--- src/hw/rtl/indexed_min_heap_queue_macros.svh ---
// Assertion macros for the indexed min-heap queue.
// Included by the RTL files that carry assertions; no other dependency.
`ifndef INDEXED_MIN_HEAP_QUEUE_MACROS_SVH
`define INDEXED_MIN_HEAP_QUEUE_MACROS_SVH
`ifndef ASSERT_OFF
`define IMHQ_ASSERT(label, cond) \
  label: assert property (@(posedge clk) disable iff (!rst_n) (cond)) else $error("%m failed");
`define IMHQ_ASSERT_IMPL(label, pre, post) \
  label: assert property (@(posedge clk) disable iff (!rst_n) (pre) |-> (post)) else $error("%m failed");
`define IMHQ_ASSERT_NEXT(label, pre, post) \
  label: assert property (@(posedge clk) disable iff (!rst_n) (pre) |=> (post)) else $error("%m failed");
`else
`define IMHQ_ASSERT(label, cond)
`define IMHQ_ASSERT_IMPL(label, pre, post)
`define IMHQ_ASSERT_NEXT(label, pre, post)
`endif
`endif

--- src/hw/rtl/imhq_pkg.sv ---
// Shared types, codes and sizes of the indexed min-heap queue.
// No dependencies.
package imhq_pkg;
  localparam int CAPACITY  = 256;
  localparam int ID_BITS   = 8;
  localparam int ID_COUNT  = 1 << ID_BITS;
  localparam int SLOT_BITS = $clog2(CAPACITY + 1);

  typedef logic [SLOT_BITS-1:0] slot_t;
  typedef logic [ID_BITS-1:0]   id_t;
  typedef logic signed [31:0]   key_t;
  typedef logic [31:0]          word_t;

  typedef enum logic [1:0] {
    CMD_INSERT = 2'd0,
    CMD_SETKEY = 2'd1,
    CMD_DELMIN = 2'd2,
    CMD_REMOVE = 2'd3
  } cmd_t;

  typedef enum logic [2:0] {
    ST_OK       = 3'd0,
    ST_FULL     = 3'd1,
    ST_PRESENT  = 3'd2,
    ST_NOTFOUND = 3'd3,
    ST_EMPTY    = 3'd4
  } status_t;

  // controller -> datapath
  typedef enum logic [3:0] {
    OP_NONE,      // idle
    OP_LOAD,      // capture the command, read position entry
    OP_CHECK,     // evaluate status
    OP_INS,       // append new entry, start sift up at count
    OP_SETUP,     // start set key / remove at looked-up slot
    OP_POPRD,     // read root and last slot
    OP_POPWR,     // move last to root, start sift down
    OP_UPRD,      // read parent
    OP_UPSTEP,    // compare and move one level up
    OP_DNRD,      // read both children
    OP_DNSTEP,    // compare and move one level down
    OP_PLACE,     // write the held entry at the current slot
    OP_RESULT     // load result register
  } op_t;

  typedef struct packed {
    op_t op;
  } ctl_t;

  typedef struct packed {
    status_t status;   // check verdict
    logic    up_go;    // sift up moves this level
    logic    dn_go;    // sift down moves this level
    logic    up_dir;   // set key: sift up (else down)
    logic    key_eq;   // set key: equal key, nothing moves
    logic    last_gone;// delete left heap empty
    cmd_t    cmd;
  } sts_t;
endpackage

--- src/hw/rtl/imhq_ctrl.sv ---
// Command sequencer of the min-heap queue: handshakes and sift loop control.
// Depends on imhq_pkg and the assertion macros header.
`include "indexed_min_heap_queue_macros.svh"
module imhq_ctrl (
  input  logic           clk,
  input  logic           rst_n,
  input  logic           in_valid,
  output logic           in_stall,
  output logic           out_valid,
  input  logic           out_stall,
  output imhq_pkg::ctl_t ctl,
  input  imhq_pkg::sts_t sts
);
  import imhq_pkg::*;

  typedef enum logic [3:0] {
    S_IDLE, S_RDPOS, S_CHECK, S_DISP, S_SETUP, S_SETDEC, S_POPRD, S_POPWR,
    S_UPRD, S_UPSTEP, S_DNRD, S_DNSTEP, S_PLACE, S_RESULT
  } state_t;

  state_t state_r, state_nxt;
  logic   out_valid_r, out_valid_nxt;
  logic   remove_pop_r, remove_pop_nxt;

  assign out_valid = out_valid_r;
  // take a new command only in idle; a waiting result sits in its own register
  assign in_stall  = (state_r != S_IDLE);

  always_comb begin
    state_nxt      = state_r;
    out_valid_nxt  = out_valid_r && out_stall;
    remove_pop_nxt = remove_pop_r;
    ctl.op         = OP_NONE;
    unique case (state_r)
      S_IDLE: if (in_valid && !in_stall) begin
        ctl.op = OP_LOAD; state_nxt = S_RDPOS; remove_pop_nxt = 1'b0;
      end
      S_RDPOS: state_nxt = S_CHECK;          // position read settles
      S_CHECK: begin ctl.op = OP_CHECK; state_nxt = S_DISP; end
      S_DISP: begin
        if (sts.status != ST_OK) state_nxt = S_RESULT;
        else unique case (sts.cmd)
          CMD_INSERT: begin ctl.op = OP_INS; state_nxt = S_UPRD; end
          CMD_DELMIN: state_nxt = S_POPRD;
          default:    state_nxt = S_SETUP;   // read own slot
        endcase
      end
      S_SETUP: begin ctl.op = OP_SETUP; state_nxt = S_SETDEC; end
      S_SETDEC: begin
        // after a pop, sift the moved last entry down unless the heap is empty
        if (remove_pop_r)               state_nxt = sts.last_gone ? S_RESULT : S_DNRD;
        else if (sts.cmd == CMD_REMOVE) state_nxt = S_UPRD;
        else if (sts.key_eq)            state_nxt = S_PLACE;
        else if (sts.up_dir)            state_nxt = S_UPRD;
        else                            state_nxt = S_DNRD;
      end
      S_UPRD:   begin ctl.op = OP_UPRD; state_nxt = S_UPSTEP; end
      S_UPSTEP: begin
        ctl.op = OP_UPSTEP;
        state_nxt = sts.up_go ? S_UPRD : S_PLACE;
      end
      S_DNRD:   begin ctl.op = OP_DNRD; state_nxt = S_DNSTEP; end
      S_DNSTEP: begin
        ctl.op = OP_DNSTEP;
        state_nxt = sts.dn_go ? S_DNRD : S_PLACE;
      end
      S_PLACE: begin
        ctl.op = OP_PLACE;
        if (sts.cmd == CMD_REMOVE && !remove_pop_r) begin
          remove_pop_nxt = 1'b1; state_nxt = S_POPRD;
        end else state_nxt = S_RESULT;
      end
      S_POPRD: begin ctl.op = OP_POPRD; state_nxt = S_POPWR; end
      S_POPWR: begin
        ctl.op = OP_POPWR; remove_pop_nxt = 1'b1;
        state_nxt = S_SETDEC;
      end
      S_RESULT: if (!out_valid_r) begin
        ctl.op = OP_RESULT; out_valid_nxt = 1'b1; state_nxt = S_IDLE;
      end
      default: state_nxt = S_IDLE;
    endcase
  end

  always_ff @(posedge clk) begin
    if (!rst_n) begin
      state_r      <= S_IDLE;
      out_valid_r  <= 1'b0;
      remove_pop_r <= 1'b0;
    end else begin
      state_r      <= state_nxt;
      out_valid_r  <= out_valid_nxt;
      remove_pop_r <= remove_pop_nxt;
    end
  end

  `IMHQ_ASSERT_IMPL(a_no_accept_busy, state_r != S_IDLE, in_stall)
  `IMHQ_ASSERT_IMPL(a_result_once, ctl.op == OP_RESULT, !out_valid_r)
  `IMHQ_ASSERT_NEXT(a_result_shows, ctl.op == OP_RESULT, out_valid_r)
endmodule

--- config.mk ---
export PLATFORM = sky130hd
export DESIGN_NAME = imhq_ctrl
export DESIGN_NICKNAME = d
export VERILOG_FILES = /design/src/hw/rtl/imhq_pkg.sv /design/src/hw/rtl/imhq_ctrl.sv
export VERILOG_INCLUDE_DIRS = /design/src /design/src/hw/rtl
export SDC_FILE = /design/constraint.sdc
export NUM_CORES = 1
export LEC_CHECK = 0
export ABC_AREA = 0
export BUFFER_PORTS_ARGS = -buffer_cell sky130_fd_sc_hd__buf_2
export CAP_MARGIN = 10
export CORE_AREA = 5 5 42 44
export DETAILED_ROUTE_END_ITERATION = 12
export DIE_AREA = 0 0 47 49
export PLACE_DENSITY = 0.84
export SYNTH_ARGS = -nofsm -noshare
export SYNTH_HDL_FRONTEND = slang
export SYNTH_SLANG_ARGS = --single-unit
--- constraint.sdc ---
create_clock -name clk -period 1.67 [get_ports clk]
set_input_delay 0.2505 -clock clk [delete_from_list [all_inputs] [get_ports clk]]
set_output_delay 0.2505 -clock clk [all_outputs]
set_load 0.01 [all_outputs]
==> qor.yml <==
timing:
  layout_min_cycle_time_ns: 1.61
  tightest_slew_ns: 0.563
  rsz0062_at_grt: "yes"
  hold_viol_final: 0
  clock.fmax_mhz: 621
  relSlewSlack: 0.615
  fin_ws_ns: 0.0601
  fin_skew_ns: 0.00716
  slew_viol_final: 0
  setup_viol: 0
  fin_tns_setup_ns: 0
  finalCritPeriodShare: 0.964
yosys:
  ys_seq_area_frac: 0.198
  synth.distinct_cells: 33
  synth_edf_count: 0
  syn_nets: 102
  synth.top_cells.by_area: "dfxtp_1 (20%), nor2_1 (8.0%), a21oi_1 (6.6%)"
  avgSynthCellArea_um2: 6.91
  yosysTopAreaCell: "dfxtp_1"
  yosys.area.top_type_share: 0.198
  synth_ff_type: "dfxtp_1"
  async_reset_ff_frac: 0
  synth-seq-cells: 6
  ys_warn_count: 0
  syn_area_um2: 608
  syn_inst: 88
detailed_routing:
  drt_iter0_drc: 21
  firstDrtPassIters: 4
  ant_nets: 0
  via_per_inst: 6.12
  num_vias: 777
  routedWlPerCell_um: 14.2
  routed_wl_um: 1810
  drc: 0
hold_path:
  hp-class: "in -> reg"
floorplanning:
  start_util: 0.434
  core-area_um2: 1400
  row_count: 14
  die_w_um: 47
  fp.dieH_um: 49
  num_io_pins: 20
  die_area_um2: 2300
power:
  power.leakage_nw: 0.347
  power_per_cell_area_nw_per_um2: 1320
  ir_worst_vdd_mv: 0.789
grt:
  grtUsageTotal: 0.156
  grt_pass1_vias: 624
  antenna_found_initial: 0
  grt_overflow: 0
  grt_start_max_net_pins: 13
  grt_pass1_wl_um: 2600
clocking:
  ctsLongestPathBuffers: 2
  cts.clk_slew.worst_paths_ns: 0.05
  cts-buffers-inserted: 3
  htreeDepth: 1
  root_buffer: "clkbuf_4"
  cts_tree: "done"
  ctsHoldBuffers: 0
  clock_latency_ns: 0.25
  cts_sinks: 6
status:
  status: "finished, final reports clean"
setup_path:
  slowest_stage: "or4_4"
  r2r_setup_slack_ns: 0.23
  worstSetupStartpointType: "register"
  cp_max_fo: 12
  crit_chain: "or4_4, buf_2"
  arrival_ns: 1.36
  critical_path.n_buffers_inverters: 1
  cp_top_family: "simple AND/OR/NAND/NOR gates"
  required_ns: 1.42
  end_kind: "output pin"
  path_class: "reg -> out"
  cpPeakStageDelay_ns: 0.57
flow_run:
  maxCapViolations: 0
layout:
  final_layout_size_suffix_gt1_frac: 0.387
  syn2layout_area_growth_pct: 37.0
  final_common_cell: "buf_2"
  final_cells: 127
  nets: 127
  final_cell_mix: "buf_2 (17), nor2_1 (12), a21oi_1 (8)"
  diodes: 0
placed_design:
  io_buffer_count: 19
  place_inst: 123
  dp_worst_setup_slack_ns: 0.125
  place_hpwl_um: 1300
  gp_congestion: 0.925
[Yosys cell counts (all sizes together) (2+ instances only)]
master	n
inv	5
o21ai	3
buf	4
o31a	4
dfxtp	6
or3	2
nor3	3
nor2	14
nand2	5
nand2b	4
o22ai	2
nor2b	3
nor4	4
o211ai	2
a21oi	8
a31oi	2
clkbuf	2
o31ai	2
[kinds of logic (layout without fill, tap and decap cells)]
group	count (synthesis)	count (layout)	synth area share
simple gates	42	42	0.389
flops	6	6	0.198
compound gates	28	28	0.313
xor+xnor	1	1	0.0144
buf+inv	11	34	0.0864
[what timing repair did]
item,in CTS,in global routing
resized for setup,4,14
pin swaps,0,5
buffers inserted,0,1
endpoints found under the setup margin,3,3
[metal layers]
layer,vias up,GRT usage,wire [um]
li1,376,-,-
met1,344,0.198,752
met2,43,0.208,819
met3,14,0.0664,146
met4,0,0.0968,89
met5,-,0,0
[through the flow]
step / utilization / instance area (um^2) / power [W] / hold slack (ns)
final: 0.595 / 833 / 0.00110 / 0.253
after global routing: 0.595 / 833 / 0.00119 / 0.292
after CTS: 0.547 / 767 / 0.00102 / 0.255
after detailed placement: 0.524 / 734 / 0.000868 / 0.522
after global placement: 0.524 / 734 / 0.000856 / 0.507
after floorplan: - / 608 / 0.000680 / 0.378
[flip-flops by register name, summed over array words and instances (netlist names)]
register,flops
out_valid,1
remove_pop_r,1
state_r,4
[worst min-delay path: cells and delay by family]
kind | cells | cell delay, ns
simple gates | 1 | 0.09
compound gates | 1 | 0.05
buf+inv | 1 | 0.07
[path summary, 6_finish.rpt]
kind,cells after the start,start,endpoint
worst max-delay path,2,state_r[1],in_stall
worst min-delay path,3,out_stall,out_valid
worst max register to register,4,state_r[1],remove_pop_r
worst min register to register,2,out_valid,out_valid
[power by group]
part	internal, W	switching (W)
registers	0.000193	0.0000939
logic	0.000333	0.000346
clock network	0.0000815	0.0000563
total	0.000607	0.000496
[final cells by class]
| cell class | count | area (um^2) |
|---|---|---|
| inverters | 5 | 18.8 |
| clock buffers | 3 | 22.5 |
| multi-input cells | 71 | 478 |
| fillers | 131 | 568 |
| repair buffers | 26 | 164 |
| flip-flops and latches | 6 | 130 |
| well taps | 16 | 20.0 |
Note: power is estimated with default switching activity, not from simulation.
